[src/rtl/assert_macros.svh]
// Assertion helper macros shared by the RTL.
`ifndef ASSERT_MACROS_SVH
`define ASSERT_MACROS_SVH
`ifndef SYNTHESIS
`define SHP_ASSERT_IMPLY(label, clk, rst_n, a, b) \
    label: assert property (@(posedge clk) disable iff (!rst_n) (a) |-> (b)) \
        else $error("assertion failed");
`define SHP_ASSERT_NEVER(label, clk, rst_n, a) \
    label: assert property (@(posedge clk) disable iff (!rst_n) !(a)) \
        else $error("assertion failed");
`else
`define SHP_ASSERT_IMPLY(label, clk, rst_n, a, b)
`define SHP_ASSERT_NEVER(label, clk, rst_n, a)
`endif
`endif

[src/rtl/shp_pkg.sv]
// ----------------------------------------------------------------------------
// shp_pkg
// Types and constants of the 3x3 sharpen filter.
// ----------------------------------------------------------------------------
`default_nettype none
package shp_pkg;
    localparam int CHANNEL_BITS   = 8;
    localparam int NUM_CH         = 3;
    localparam int MAX_WIDTH_DEF  = 1024;
    localparam int QUEUE_DEPTH_DEF = 4;
    localparam int HEIGHT_LIMIT   = 4096;
    localparam int ROW_BITS       = 13;
    localparam int ROW_SAT        = 8191;
    localparam int AMT_BITS       = 12;
    localparam int FW_BITS        = 11;
    localparam int FH_BITS        = 13;
    localparam int CFG_DATA_BITS  = 13;
    localparam int CFG_IDX_BITS   = 2;
    localparam int SUM_BITS       = 10;
    localparam int CNT_BITS       = 3;
    localparam int RECIP3         = 21846;

    localparam logic [CFG_IDX_BITS-1:0] CFG_AMOUNT = 2'd0;
    localparam logic [CFG_IDX_BITS-1:0] CFG_WIDTH  = 2'd1;
    localparam logic [CFG_IDX_BITS-1:0] CFG_HEIGHT = 2'd2;

    localparam logic [AMT_BITS-1:0] AMOUNT_RST = 12'd256;
    localparam logic [FW_BITS-1:0]  WIDTH_RST  = 11'd640;
    localparam logic [FH_BITS-1:0]  HEIGHT_RST = 13'd480;

    typedef logic [NUM_CH-1:0][CHANNEL_BITS-1:0] t_pix;

    typedef struct packed {
        logic                    func;
        logic [CHANNEL_BITS-1:0] red_in;
        logic [CHANNEL_BITS-1:0] green_in;
        logic [CHANNEL_BITS-1:0] blue_in;
    } t_in;

    typedef struct packed {
        logic [CHANNEL_BITS-1:0] red_out;
        logic [CHANNEL_BITS-1:0] green_out;
        logic [CHANNEL_BITS-1:0] blue_out;
        logic                    frame_end;
    } t_out;

    typedef struct packed {
        t_pix                            centre;
        logic [NUM_CH-1:0][SUM_BITS-1:0] nsum;
        logic [CNT_BITS-1:0]             n;
        logic                            last;
    } t_job;
endpackage
`default_nettype wire

[src/rtl/shp_queue.sv]
// ----------------------------------------------------------------------------
// shp_queue
// Short job queue between the window front end and the arithmetic back end.
// ----------------------------------------------------------------------------
`default_nettype none
module shp_queue #(
    parameter int DEPTH = 4
) (
    input  wire logic                       i_clk,
    input  wire logic                       i_rst_n,
    input  wire logic                       i_push,
    input  wire shp_pkg::t_job              i_job,
    input  wire logic                       i_pop,
    output shp_pkg::t_job                   o_job,
    output logic                            o_empty,
    output logic                            o_full,
    output logic [$clog2(DEPTH+1)-1:0]      o_count
);
    localparam int PW = (DEPTH > 1) ? $clog2(DEPTH) : 1;

    shp_pkg::t_job          r_mem [DEPTH];
    logic [PW-1:0]          r_wptr, r_rptr;
    logic [$clog2(DEPTH+1)-1:0] r_count;

    always_ff @(posedge i_clk) begin
        if (!i_rst_n) begin
            r_wptr  <= '0;
            r_rptr  <= '0;
            r_count <= '0;
        end else begin
            if (i_push) begin
                r_wptr <= (r_wptr == PW'(DEPTH - 1)) ? '0 : r_wptr + 1'b1;
            end
            if (i_pop) begin
                r_rptr <= (r_rptr == PW'(DEPTH - 1)) ? '0 : r_rptr + 1'b1;
            end
            if (i_push && !i_pop) begin
                r_count <= r_count + 1'b1;
            end else if (i_pop && !i_push) begin
                r_count <= r_count - 1'b1;
            end
        end
    end

    always_ff @(posedge i_clk) begin
        if (i_push) begin
            r_mem[r_wptr] <= i_job;
        end
    end

    assign o_job   = r_mem[r_rptr];
    assign o_empty = (r_count == '0);
    assign o_full  = (r_count == ($clog2(DEPTH+1))'(DEPTH));
    assign o_count = r_count;
endmodule
`default_nettype wire

[config.mk]
export PLATFORM = sky130hd
export DESIGN_NAME = shp_queue
export DESIGN_NICKNAME = d
export VERILOG_FILES = /design/src/rtl/assert_macros.svh /design/src/rtl/shp_pkg.sv /design/src/rtl/shp_queue.sv
export SDC_FILE = /design/constraint.sdc
export NUM_CORES = 1
export LEC_CHECK = 0
export ABC_AREA = 1
export BUFFER_PORTS_ARGS = -buffer_cell sky130_fd_sc_hd__buf_4
export CAP_MARGIN = 20
export CORE_MARGIN = 10
export CORE_UTILIZATION = 40
export DETAILED_ROUTE_END_ITERATION = 8
export PLACE_DENSITY = 0.65
export SYNTH_ARGS = -nofsm -noshare
export SYNTH_HDL_FRONTEND = slang
export SYNTH_SLANG_ARGS = --single-unit
[constraint.sdc]
create_clock -name i_clk -period 3.67 [get_ports i_clk]
set_input_delay 0.367 -clock i_clk [delete_from_list [all_inputs] [get_ports i_clk]]
set_output_delay 0.367 -clock i_clk [all_outputs]
set_load 0.005 [all_outputs]
==> Word level (Yosys, flattened, before mapping) <==
Memory sizes are Yosys's and may differ from the RTL's. A register that Yosys moved wholly into a read port is not among the register bits.
Index checks and enable logic that the tools add are counted.
{ "totals": {"mem_count": 1, "out_inout_bits": 63, "latch_bits": 0, "ramBits": 232, "elab_cells": 25, "mem_bits_ro": 0, "input_bits": 62, "ff_bits": 7} }
{ "memory_table": {"columns": ["name", "depth", "word_bits", "rd", "rd_ports_with_merged_regs", "write_ports", "line_no", "source"], "rows": [
  ["r_mem", 4, 58, 1, 1, 1, "shp_queue.sv:21", "shp_pkg::t_job r_mem [DEPTH];"]
]} }
{ "classes": {"n_mux": 8, "n_eq_ne": 3, "div_mod_pow": 0, "n_reduce_logical": 6, "n_shift": 0, "n_bitwise": 0, "multipliers": 0, "addsub": 4, "n_lt_le_gt_ge": 0} }
{ "ops": {"columns": ["operator", "n"], "rows": [
  ["two-way mux 2 bit", 4],
  ["two-way mux 3 bit", 2],
  ["adder 2 x 1 -> 2 bit (second input constant)", 2],
  ["== test 2 bit (second input constant)", 2],
  ["adder 3 x 1 -> 3 bit (second input constant)", 1],
  ["== test 3 bit (second input constant)", 1],
  ["zero test 3 bit", 1],
  ["subtractor 3 x 1 -> 3 bit (second input constant)", 1],
  ["logical AND 1 bit", 2],
  ["zero test 1 bit", 2],
  ["two-way mux 1 bit", 2],
  ["nonzero test 2 bit", 1]
]} }

==> Depth between registers and ports, before layout <==
{ "depth": {"depth_word": 4, "ltp_mapped": 10, "ltp_nobuf": 10} }

==> Worst setup path before layout <==
No wires, ideal clock.
{ "synth_path": {"path_kind": "register to register", "from": "reg r_wptr[0]", "to": "mem r_mem[3][0] (netlist bit) (enable)", "required_ps": 3258, "n_path_buf": 0, "path_stages_with_launch": 4, "synth_period_minus_slack_ps": 2132, "arrival_ps": 1720, "setup_time_ps": 412, "setup_slack_ps": 1538, "cell_sequence": "dfxtp_1 -> ha_1 -> nand2_1 -> inv_1"} }
{ "synth_lines": {"columns": ["element", "line_no", "source"], "rows": [
  ["start, declared", "shp_queue.sv:22", "logic [PW-1:0] r_wptr, r_rptr;"],
  ["start signal, assigned", "shp_queue.sv:32", "r_wptr <= (r_wptr == PW'(DEPTH - 1)) ? '0 : r_wptr + 1'b1;"],
  ["end, declared", "shp_queue.sv:21", null]
]} }
No word-level cell before the write port.

==> metrics.md <==
| Metric | Value |
|---|---|
| Worst-case vdd ir drop | 0.276 mV |
| Placed cell areas | 0.0102 mm^2 |
| ANT cells | 0 |
| Area grow syn2layout | 20.7% |
| Cell area after layout | 0.0110 mm^2 |
| Largest net degree at the start of global routing | 117 |
| Terminus of the critical flop-to-flop path | r_mem[1][21]$_DFFE_PP_ |
| RR Startpoint | r_wptr[0]$_SDFFE_PN0P_ |
| Share of layout cells above drive strength 1 | 0.239 |
| Post-CTS Resized | 0 |
| Final hold vios | 0 |
| Antenna-violating nets left | 0 |
| Tmin final | 2.63 ns |
| Sequential share of the synthesized area | 0.785 |
| CTS H-Tree Depth | 1 |
| Setup WS post-layout | 1.04 ns |
| Post-Syn Area per Cell | 14.7 um^2 |
| Achievable Freq | 0.381 GHz |
| Via count | 5398 |
| Clock-pin slew on the worst setup and hold paths | 0.06 ns |
| Crit path DAT | 2.26 ns |
| Worst Skew | 0.00559 ns |
| Commonest non-fill, non-tap cell in the layout | edfxtp_1 |
| # hold bufs at CTS | 0 |
| Number of port buffers | 124 |
| LEAKAGE | 0.00387 uW |
| Synth Register Bits | 241 |
| Post-Synth Simple-Gate Area | 0.0600 |
| Hold WC Path Type | input pin to flip-flop |
| Commonest cells after routing, fill and taps aside | 232 x edfxtp_1, 129 x buf_4, 116 x nor2_1, 113 x o21ai_0, 58 x o22ai_1 |
| Mapped Area | 0.00911 mm^2 |
| Post-synth ARST share | 0 |
| CTS Sinks | 241 |
| RSZ-0062 raised after global routing | no |
| HPWL reported at the end of detailed placement | 11100 um |
| Flop-to-flop setup slack | 1.85 ns |
| Primary FF master, synth | edfxtp_1 |
| Slew margin rel. | 0.432 |
| Final Setup Violations | 0 |
| Die Ht | 171 um |
| DRC viols | 0 |
| CTS tree | built |
| Period utilization | 0.716 |
| Post-Route WL | 19400 um |
| FILL cells | 1892 |
| Global-route wire length before repair | 30400 um |
| Outcome | complete, no violations |
| Adder-cell area share of the yosys netlist | 0.0104 |
| Via/cell ratio | 5.17 |
| Initial antenna violation count | 0 |
| Max-capacitance violation count | 0 |
| CTS buffer count | 25 |
| Global Route Usage Sum | 0.132 |
| Mux contribution to synthesized area | 0 |
| Pre-antenna DRT Iters | 5 |
| Fin. max-slew vios | 0 |
| Mapped Nets | 689 |
| Pre-CTS setup slack | 1.54 ns |
| IO Pins | 125 |
| Root Buffer | clkbuf_16 |
| Core Area | 0.0225 mm^2 |
| Worst skew pair latency | 0.50 ns |
| Kind of critical path | flip-flop to output pin |
| CTS max path bufs | 3 |
| Largest family of logic cells by synthesized area | compound AO/OA/AOI/OAI gates |
| CP Data Required Time | 3.30 ns |
| # rows | 55 |
| Crit-path max FO | 116 |
| Post-CTS Setup Bufs | 0 |
| Pwr dens | 557 mW/mm^2 |
| Initial DRC count | 380 |
| Drt wl/cell | 18.6 um |
| Cells after Synth | 620 |
| Complex-gate fraction of the synthesized area | 0.107 |
| Worst setup EP type | output pin |
| Initial Utilization | 0.405 |
| Worst Setup Start Kind | flip-flop |
| R2r worst-path depth | 4 |
| Synth warn | 0 |
| Critical Path End | o_job[1] |
| Vias in the first global route | 5576 |
| Library cells used by synthesis | 26 |
| Worst-Margin Slew | 0.852 ns |
| Post-synthesis xor/xnor area fraction | 0.000962 |
| Die Wd | 171 um |
| Gr ovfl total | 0 |
| Placer congestion estimate | 0.716 |
| EDFF count, synth | 232 |
| Die area | 0.0292 mm^2 |
| Nets | 811 |
| Final TNS setup | 0 ns |
## area by class of cell
cell class,instances,area (um^2),share of cell area
clock inverter,11,80.1,0.00728
clock buffer,34,689,0.0627
timing repair buffer,132,1030,0.0935
multi-input combinational,326,1620,0.148
sequential,241,7150,0.650
tap,285,357,0.0324
inverter,16,65.1,0.00592
## critical path, stage by stage, from the launching register on
cell and delay [ns]:
dfxtp_4 0.48, inv_6 0.64, o21ai_0 0.16, o22ai_1 0.24
buf_4 0.17
## logic make-up (layout without fill, tap and decap cells)
| kind of cell | Yosys count | count (layout) |
|---|---|---|
| AOI/OAI and AO/OA | 180 | 180 |
| xor gates and xnor gates | 1 | 1 |
| adders and majority gates | 7 | 7 |
| buffers and inverters | 53 | 193 |
| DFF | 241 | 241 |
| and+or+nand+nor | 138 | 138 |
## flip-flops by register name, indices dropped and copies added, names as in the netlist, named ones only
register and cells:
r_mem 232, r_wptr 2, r_rptr 2, o_count 3
## power breakdown
part | internal (uW) | switching [uW]
combinational | 265 | 349
clock | 1380 | 952
sequential | 3140 | 41.1
## per-stage QoR
stage / util / hold slack (ns) / std cells / power, uW
after floorplan: - / 0.466 / 620 / 3540
after global placement: 0.454 / 0.522 / 1000 / 3860
final: 0.489 / 0.0635 / 1045 / 6130
after global routing: 0.489 / 0.0361 / 1045 / 6390
after CTS: 0.489 / 0.0430 / 1045 / 6190
after detailed placement: 0.454 / 0.529 / 1000 / 3870
## worst min-delay path by stage
| stage | start | end | slack [ns] | depth (start not counted) |
|---|---|---|---|---|
| global route | i_job[13] | r_mem[1][13]$_DFFE_PP_ | 0.04 | 1 |
| finish | i_job[13] | r_mem[3][13]$_DFFE_PP_ | 0.06 | 1 |
| global placement | r_wptr[1]$_SDFFE_PN0P_ | r_wptr[1]$_SDFFE_PN0P_ | 0.52 | 2 |
| floorplan | i_job[0] | r_mem[0][0]$_DFFE_PP_ | 0.47 | 0 |
| CTS | i_job[13] | r_mem[1][13]$_DFFE_PP_ | 0.04 | 1 |
| detailed placement | r_wptr[1]$_SDFFE_PN0P_ | r_wptr[1]$_SDFFE_PN0P_ | 0.53 | 2 |
## synthesized netlist by cell type, types with 3 or more instances
| library cell | instances | area [um^2] |
|---|---|---|
| a21oi_1 | 3 | 15.0 |
| buf_2 | 9 | 45.0 |
| buf_4 | 3 | 22.5 |
| buf_6 | 8 | 90.1 |
| clkbuf_1 | 6 | 22.5 |
| clkbuf_2 | 5 | 25.0 |
| clkbuf_4 | 4 | 30.0 |
| dfxtp_1 | 9 | 180 |
| edfxtp_1 | 232 | 6970 |
| ha_1 | 6 | 75.1 |
| inv_1 | 14 | 52.6 |
| nand2_1 | 8 | 30.0 |
| nor2_1 | 116 | 435 |
| nor2_2 | 8 | 50.1 |
| nor3_1 | 4 | 20.0 |
| o21ai_0 | 113 | 566 |
| o21ai_1 | 6 | 30.0 |
| o22ai_1 | 58 | 363 |
## layer usage
metal,routed length (um),vias to the layer above,global-route usage
li1,-,2567,-
met1,8350,2651,0.163
met2,9150,148,0.219
met3,1480,32,0.0410
met4,412,0,0.0393
met5,0,-,0
Power figures use the tool's default switching activity.
