[src/rtl/assert_macros.svh]
// Assertion helper macros shared by the RTL.
`ifndef ASSERT_MACROS_SVH
`define ASSERT_MACROS_SVH
`ifndef SYNTHESIS
`define SHP_ASSERT_IMPLY(label, clk, rst_n, a, b) \
    label: assert property (@(posedge clk) disable iff (!rst_n) (a) |-> (b)) \
        else $error("assertion failed");
`define SHP_ASSERT_NEVER(label, clk, rst_n, a) \
    label: assert property (@(posedge clk) disable iff (!rst_n) !(a)) \
        else $error("assertion failed");
`else
`define SHP_ASSERT_IMPLY(label, clk, rst_n, a, b)
`define SHP_ASSERT_NEVER(label, clk, rst_n, a)
`endif
`endif

[src/rtl/shp_pkg.sv]
// ----------------------------------------------------------------------------
// shp_pkg
// Types and constants of the 3x3 sharpen filter.
// ----------------------------------------------------------------------------
`default_nettype none
package shp_pkg;
    localparam int CHANNEL_BITS   = 8;
    localparam int NUM_CH         = 3;
    localparam int MAX_WIDTH_DEF  = 1024;
    localparam int QUEUE_DEPTH_DEF = 4;
    localparam int HEIGHT_LIMIT   = 4096;
    localparam int ROW_BITS       = 13;
    localparam int ROW_SAT        = 8191;
    localparam int AMT_BITS       = 12;
    localparam int FW_BITS        = 11;
    localparam int FH_BITS        = 13;
    localparam int CFG_DATA_BITS  = 13;
    localparam int CFG_IDX_BITS   = 2;
    localparam int SUM_BITS       = 10;
    localparam int CNT_BITS       = 3;
    localparam int RECIP3         = 21846;

    localparam logic [CFG_IDX_BITS-1:0] CFG_AMOUNT = 2'd0;
    localparam logic [CFG_IDX_BITS-1:0] CFG_WIDTH  = 2'd1;
    localparam logic [CFG_IDX_BITS-1:0] CFG_HEIGHT = 2'd2;

    localparam logic [AMT_BITS-1:0] AMOUNT_RST = 12'd256;
    localparam logic [FW_BITS-1:0]  WIDTH_RST  = 11'd640;
    localparam logic [FH_BITS-1:0]  HEIGHT_RST = 13'd480;

    typedef logic [NUM_CH-1:0][CHANNEL_BITS-1:0] t_pix;

    typedef struct packed {
        logic                    func;
        logic [CHANNEL_BITS-1:0] red_in;
        logic [CHANNEL_BITS-1:0] green_in;
        logic [CHANNEL_BITS-1:0] blue_in;
    } t_in;

    typedef struct packed {
        logic [CHANNEL_BITS-1:0] red_out;
        logic [CHANNEL_BITS-1:0] green_out;
        logic [CHANNEL_BITS-1:0] blue_out;
        logic                    frame_end;
    } t_out;

    typedef struct packed {
        t_pix                            centre;
        logic [NUM_CH-1:0][SUM_BITS-1:0] nsum;
        logic [CNT_BITS-1:0]             n;
        logic                            last;
    } t_job;
endpackage
`default_nettype wire

[src/rtl/shp_back.sv]
// ----------------------------------------------------------------------------
// shp_back
// Weighted sum, rounding division and clamp for one queued job.
// ----------------------------------------------------------------------------
`default_nettype none
module shp_back (
    input  wire logic                          i_clk,
    input  wire logic                          i_rst_n,
    input  wire logic [shp_pkg::AMT_BITS-1:0]  i_amount,
    input  wire shp_pkg::t_job                 i_job,
    input  wire logic                          i_empty,
    output logic                               o_pop,
    output logic                               o_valid,
    input  wire logic                          i_ready,
    output shp_pkg::t_out                      o_data
);
    localparam int NC = shp_pkg::NUM_CH;
    localparam int CB = shp_pkg::CHANNEL_BITS;

    localparam logic [1:0] B_IDLE = 2'd0;
    localparam logic [1:0] B_MUL  = 2'd1;
    localparam logic [1:0] B_SUM  = 2'd2;
    localparam logic [1:0] B_DIV  = 2'd3;

    logic [1:0]           r_state;
    shp_pkg::t_job        r_job;
    logic [NC-1:0][21:0]  r_pa;
    logic signed [23:0]   r_pb [NC];
    logic [NC-1:0][15:0]  r_t;
    logic [NC-1:0]        r_neg;
    logic                 r_valid;
    shp_pkg::t_out        r_out;

    logic [13:0]          na;
    logic signed [12:0]   am;
    logic signed [24:0]   num [NC];
    logic signed [24:0]   biased [NC];
    logic [NC-1:0][15:0]  tval;
    logic [NC-1:0]        negv;
    logic [NC-1:0][CB-1:0] q;
    logic [31:0]          prod [NC];
    logic [15:0]          qd [NC];

    assign o_pop = (r_state == B_IDLE) && !i_empty && !r_valid;

    always_comb begin
        case (r_job.n)
            3'd4:    na = {i_amount, 2'b00};
            3'd3:    na = {1'b0, i_amount, 1'b0} + {2'b00, i_amount};
            default: na = {1'b0, i_amount, 1'b0};
        endcase
        am = $signed({1'b0, i_amount}) - 13'sd256;
        for (int k = 0; k < NC; k++) begin
            num[k]  = $signed({3'b000, r_pa[k]}) - 25'(r_pb[k]);
            negv[k] = num[k][24] || (num[k] == '0);
            case (r_job.n)
                3'd4: begin
                    biased[k] = num[k] + 25'sd512;
                    tval[k]   = 16'(biased[k] >>> 10);
                end
                3'd3: begin
                    biased[k] = num[k] + 25'sd384;
                    tval[k]   = 16'(biased[k] >>> 8);
                end
                default: begin
                    biased[k] = num[k] + 25'sd256;
                    tval[k]   = 16'(biased[k] >>> 9);
                end
            endcase
            prod[k] = 32'(r_t[k]) * 32'(shp_pkg::RECIP3);
            qd[k]   = (r_job.n == 3'd3) ? prod[k][31:16] : r_t[k];
            if (r_neg[k]) begin
                q[k] = '0;
            end else if (qd[k] > 16'((1 << CB) - 1)) begin
                q[k] = '1;
            end else begin
                q[k] = CB'(qd[k]);
            end
        end
    end

    always_ff @(posedge i_clk) begin
        if (!i_rst_n) begin
            r_state <= B_IDLE;
            r_valid <= 1'b0;
        end else begin
            if (r_valid && i_ready) begin
                r_valid <= 1'b0;
            end
            case (r_state)
                B_IDLE: begin
                    if (o_pop) begin
                        r_state <= B_MUL;
                    end
                end
                B_MUL:  r_state <= B_SUM;
                B_SUM:  r_state <= B_DIV;
                B_DIV: begin
                    r_state <= B_IDLE;
                    r_valid <= 1'b1;
                end
                default: r_state <= B_IDLE;
            endcase
        end
    end

    always_ff @(posedge i_clk) begin
        if (o_pop) begin
            r_job <= i_job;
        end
        if (r_state == B_MUL) begin
            for (int k = 0; k < NC; k++) begin
                r_pa[k] <= 22'(na) * 22'(r_job.centre[k]);
                r_pb[k] <= 24'(am) * 24'($signed({1'b0, r_job.nsum[k]}));
            end
        end
        if (r_state == B_SUM) begin
            r_t   <= tval;
            r_neg <= negv;
        end
        if (r_state == B_DIV) begin
            r_out.red_out   <= q[0];
            r_out.green_out <= q[1];
            r_out.blue_out  <= q[2];
            r_out.frame_end <= r_job.last;
        end
    end

    assign o_valid = r_valid;
    assign o_data  = r_out;
endmodule
`default_nettype wire

[config.mk]
export PLATFORM = sky130hd
export DESIGN_NAME = shp_back
export DESIGN_NICKNAME = d
export VERILOG_FILES = /design/src/rtl/assert_macros.svh /design/src/rtl/shp_pkg.sv /design/src/rtl/shp_back.sv
export SDC_FILE = /design/constraint.sdc
export NUM_CORES = 2
export LEC_CHECK = 0
export ABC_AREA = 1
export BUFFER_PORTS_ARGS = -buffer_cell sky130_fd_sc_hd__buf_2
export CELL_PAD_IN_SITES_DETAIL_PLACEMENT = 1
export CELL_PAD_IN_SITES_GLOBAL_PLACEMENT = 2
export CORE_ASPECT_RATIO = 1.25
export CORE_MARGIN = 5
export CORE_UTILIZATION = 40
export CTS_CLUSTER_DIAMETER = 100
export DETAILED_ROUTE_END_ITERATION = 8
export PLACE_DENSITY = 0.81
export REMOVE_ABC_BUFFERS = 1
export SETUP_SLACK_MARGIN = 0.4
export SLEW_MARGIN = 10
export SYNTH_ARGS = -nofsm -noshare
export SYNTH_HDL_FRONTEND = slang
export SYNTH_SLANG_ARGS = --single-unit
[constraint.sdc]
create_clock -name i_clk -period 8.7 [get_ports i_clk]
set_clock_uncertainty 0.2 [all_clocks]
set_input_delay 0 -clock i_clk [delete_from_list [all_inputs] [get_ports i_clk]]
set_output_delay 0 -clock i_clk [all_outputs]
set_load 0.005 [all_outputs]
Word level (Yosys, flattened, before mapping)
Memory sizes are Yosys's and may differ from the RTL's.
Cells that the tools add are included.
W data, S select, Z words.

storage, ports and cells
  memories kept = 1
  bits of input ports = 74
  bits in registers = 203
  output and inout bits = 27
  bits in writable memories = 72
  word-level logic and storage cells = 83

operators by class
  mux-type cells = 16
  $lt $le $gt $ge = 3
  eq/ne operators = 6
  add/subtract/negate cells = 14
  reduce and logical (&&, ||, !) cells = 13
  $mul = 9

memories
  name  words  bits a word  read ports  clocked after memory_dff  wr ports  RTL line        RTL
  r_pb  3      24           3           0                         3         shp_back.sv:28  logic signed [23:0] r_pb [NC];

operators by type and width
  operator                  number
  $pmux W16 S2              3
  $mul A16 B14 Y30 const B  3
  $add A25 B10 Y25 const B  3
  $add A25 B11 Y25 const B  3
  $logic_not A25 Y1         3
  $sub A23 B24 Y25          3
  $add A24 B10 Y24 const B  3
  $mul A13 B11 Y24          3
  $mul A14 B8 Y22           3
  $gt A16 B8 Y1 const B     3
  $mux W16                  3
  $pmux W14 S2              1
  $mux W8                   3
  $add A13 B12 Y14          1
  $sub A12 B9 Y13 const B   1
  $pmux W2 S4               1
  $eq A2 B2 Y1 const B      2
  $mux W1                   4
  $eq A3 B2 Y1 const B      1
  $eq A3 B3 Y1 const B      1
  $logic_and A1 B1 Y1       3
  $logic_or A1 B1 Y1        3
  $eq A2 B1 Y1 const B      1
  $logic_not A1 Y1          2
  other kinds (4)           4

Logic depth before layout (Yosys ltp)
  depth in word-level cells = 5
  gate-level depth with buffers = 35
  gate-level depth less buffers = 34

Least setup slack after synthesis
No wires, ideal clock.

  path kind = input -> register
  start = input i_amount[8] in the netlist's numbering
  end = memory r_pb[2][23], in the netlist r_pb[0][71], data pin
  data arrival time = 5617 ps
  stages on the path = 23
  slack = 2618 ps
  required time = 8235 ps
  setup time = 265 ps
  path buffers = 4
  cells stage by stage = clkbuf_1 inv_1 buf_1 ha_1 clkbuf_1 inv_1 clkbuf_1 nand2_1 fa_1 fa_1 fa_1 fa_1 fa_1 inv_1 ha_1 a21o_1 a21oi_1 nand2_1 a21oi_1 o21ai_0 a21boi_0 o21ai_0 xor2_1

RTL lines
  element          RTL line        RTL
  start, declared  shp_back.sv:9   input wire logic [shp_pkg::AMT_BITS-1:0] i_amount,
  end, declared    shp_back.sv:28

Final worst setup path
  start = register r_job[3] in the netlist's numbering
  end = register r_pa[18] in the netlist's numbering, data pin

between the ends
  word-level cells in the longest chain between the ends = 3
  elaborated cells between the ends (all ways) = 4
  those cells by class = mul (1); eq/ne (2); mux (1)

RTL lines
  element                                       RTL line         RTL
  start, declared                               shp_back.sv:26   shp_pkg::t_job r_job;
  start signal, assigned                        shp_back.sv:109  r_job <= i_job;
  $eq A3 B2 Y1 or $eq A3 B3 Y1 (tied branches)  -
  $pmux W14 S2 (*)                              shp_back.sv:47   case (r_job.n)
  $mul A14 B8 Y22 (*)                           shp_back.sv:113  r_pa[k] <= 22'(na) * 22'(r_job.centre[k]);
  end signal, assigned by index                 shp_back.sv:113
  end, declared                                 shp_back.sv:27   logic [NC-1:0][21:0] r_pa;

Every way passes the cells marked *; elsewhere a longest branch is shown, timed or not.
A chain may end at the register's enable or synchronous reset.

==> flow_summary.ini <==
[run_status]
outcome = complete, no violations

[finish]
mostFrequentLayoutCell = inv_1
final_cell_mix = inv_1, nand2_1, fa_1, ha_1, nor2_1
finalNonFillerCells = 9685
drive_gt1_share_pct = 4.93
fin_nets = 9311
fill_cells = 17900
finalInstanceArea_mm2 = 0.0634
post-route-util_pct = 43.9
areaGrowthSynthToFinish_pct = 9.11

[yosys]
synthAdderAreaFrac_pct = 42.0
synth_cell_types = 58
synthSimpleGateAreaFrac_pct = 21.9
synth_area_mm2 = 0.0581
synthMuxAreaShare_pct = 0.103
synth_seq_area_share_pct = 14.2
synth_top_family_by_area = adder cells
synth_edf_count = 272
async_flop_share_pct = 0
syn_avg_cell_area_um2 = 7.65
synth-main-ff-cell = edfxtp_1
synth-seq-cells = 275
synth_warnings = 0
synthCells = 7597
synthXorXnorAreaFrac_pct = 2.86
synth_compound_area_share_pct = 5.40

[hold_path]
worstHoldStart = i_job[47]
min_path_type = input pin to flip-flop

[timing]
grt_setup_unrepaired = no
layout_min_cycle_time_ns = 7.36
relSlewSlack_pct = 29.8
slew_viol_final = 0
setup_viol = 0
max_freq_mhz = 136
tightest_slew_ns = 1.05
fin_crit_sh_pct = 84.6
hold_viol = 0

[setup_path]
cp-startpoint = r_job[3]
crit_fanout = 34
timing.rr.start = r_job[3]
critical_path_arrival_ns = 7.51
endpoint_kind = flip-flop
path_class = flip-flop to flip-flop
start_kind = flip-flop
critPathRequiredTime_ns = 8.85

[drt]
wl_met3_um = 4480
ant_nets = 0
wl_met2_um = 97500
route.detailed.drc = 0
top_layer = met5
dr.pass1.iters = 5
drt_iter0_drc = 1648
vias = 48600
drt_wl_total_um = 182000
wl_per_cell_um = 18.8
viasPerCell = 5.02
met1_length_um = 74700

[cts]
worst_skew_pair.late_latency_ns = 0.61
ctsResizeCount = 0
numClockSinks = 275
root_buffer = clkbuf_16
max-clock-path-buffers = 3
clk_pin_slew_ns = 0.06
numCtsBuffers = 39
tritoncts = done
cts_setup_buffers = 0
h-tree-depth = 2
holdBufCountCts = 119

[floorplan]
start_util_pct = 40.2
die-area_mm2 = 0.153
ioPinCount = 101
rows = 156
die_h_um = 436
core-area_mm2 = 0.144
die_width_um = 351

[placement]
dp_cells = 9495
io_buffers = 100
placed_cell_area_mm2 = 0.0608
dpl.hpwl_um = 155000
place_congestion = 0.888

[global_route]
grt_max_degree = 130
grt_pass1_vias = 55000
overflow = 0
antenna_found_initial = 9
grt_pass1_wl_um = 293000
grtUsageTotal_pct = 24.1

[job]
cap_viol_max_count = 0
==> synth_stat cells (all sizes together), types with 28 or more instances <==
| cell | number | area, µm² |
|---|---|---|
| a21oi | 279 | 1400 |
| buf | 28 | 144 |
| clkbuf | 105 | 394 |
| edfxtp | 272 | 8170 |
| fa | 784 | 15700 |
| ha | 694 | 8680 |
| inv | 1952 | 7330 |
| nand2 | 1750 | 6860 |
| nand3 | 395 | 2030 |
| nand4 | 82 | 513 |
| nor2 | 677 | 2780 |
| nor3 | 41 | 226 |
| o21ai | 151 | 763 |
| o21bai | 29 | 218 |
| xnor2 | 66 | 578 |
| xor2 | 121 | 1080 |
==> layer usage <==
layer  vias to the layer above  GRT usage (%)
li1                      23400              -
met1                     24400           28.2
met2                       604           46.7
met3                       222           2.07
met4                         2           6.07
met5                         -              0
==> through the flow <==
stage                     TNS, ns  setup slack [ns]  hold slack, ns
after floorplan            -12.30            -0.689          -0.101
after global placement          0              1.54         -0.0235
after detailed placement        0              1.39         -0.0213
after CTS                       0              1.36        0.000280
after global routing            0             0.871         0.00650
final                           0              1.34          0.0373
==> worst paths after layout <==
check	endpoint	depth (start not counted)	slack [ns]
setup / recovery	r_pa[18]	26	1.34
hold / removal	r_job[47]	2	0.04
setup reg to reg	r_pa[18]	26	1.34
hold reg to reg	o_data[0]	0	0.22
==> area by class of cell <==
| class | instances | area [µm²] | area share, % |
|---|---|---|---|
| multi-input combinational | 5222 | 42000 | 66.3 |
| sequential | 275 | 8230 | 13.0 |
| inverter | 1967 | 7380 | 11.6 |
| tap | 1896 | 2370 | 3.74 |
| timing repair buffer | 254 | 1970 | 3.10 |
| clock buffer | 42 | 1020 | 1.61 |
| clock inverter | 27 | 409 | 0.645 |
| antenna | 2 | 5.00 | 0.00790 |
==> critical path: stages, from the launching register on <==
cell	delay (ns)
edfxtp_1	0.37
inv_1	0.13
nand3_4	0.35
inv_2	0.20
buf_4	0.46
nand3_1	0.14
nand2_1	0.37
clkinv_1	0.70
nor2_1	0.36
fa_1	0.46
inv_1	0.09
fa_1	0.43
fa_1	0.47
fa_1	0.50
inv_1	0.05
ha_1	0.33
nand2_1	0.09
inv_1	0.07
nand2_1	0.05
nand2_1	0.07
nor2_1	0.06
nor2_1	0.09
inv_1	0.06
o21ai_0	0.38
a31oi_1	0.23
o21ai_0	0.26
xor2_1	0.10
==> cells by family (layout without fill, tap and decap cells) <==
| group | count (synthesis) | after routing |
|---|---|---|
| and+or+nand+nor | 2990 | 2990 |
| buffers and inverters | 2100 | 2290 |
| muxes | 6 | 6 |
| AOI/OAI and AO/OA | 561 | 561 |
| adders and majority gates | 1478 | 1478 |
| DFF | 275 | 275 |
| other | 0 | 2 |
| xor gates and xnor gates | 187 | 187 |
==> state kept, by name, indices dropped and copies added (netlist names) <==
signal and count:
o_data 25, o_valid 1, r_job 58, r_neg 3
r_pa 66, r_pb 72, r_state 2, r_t 48
Power is not shown: default switching activity piles up to over one toggle a cycle in this logic, so the estimate is an artifact.
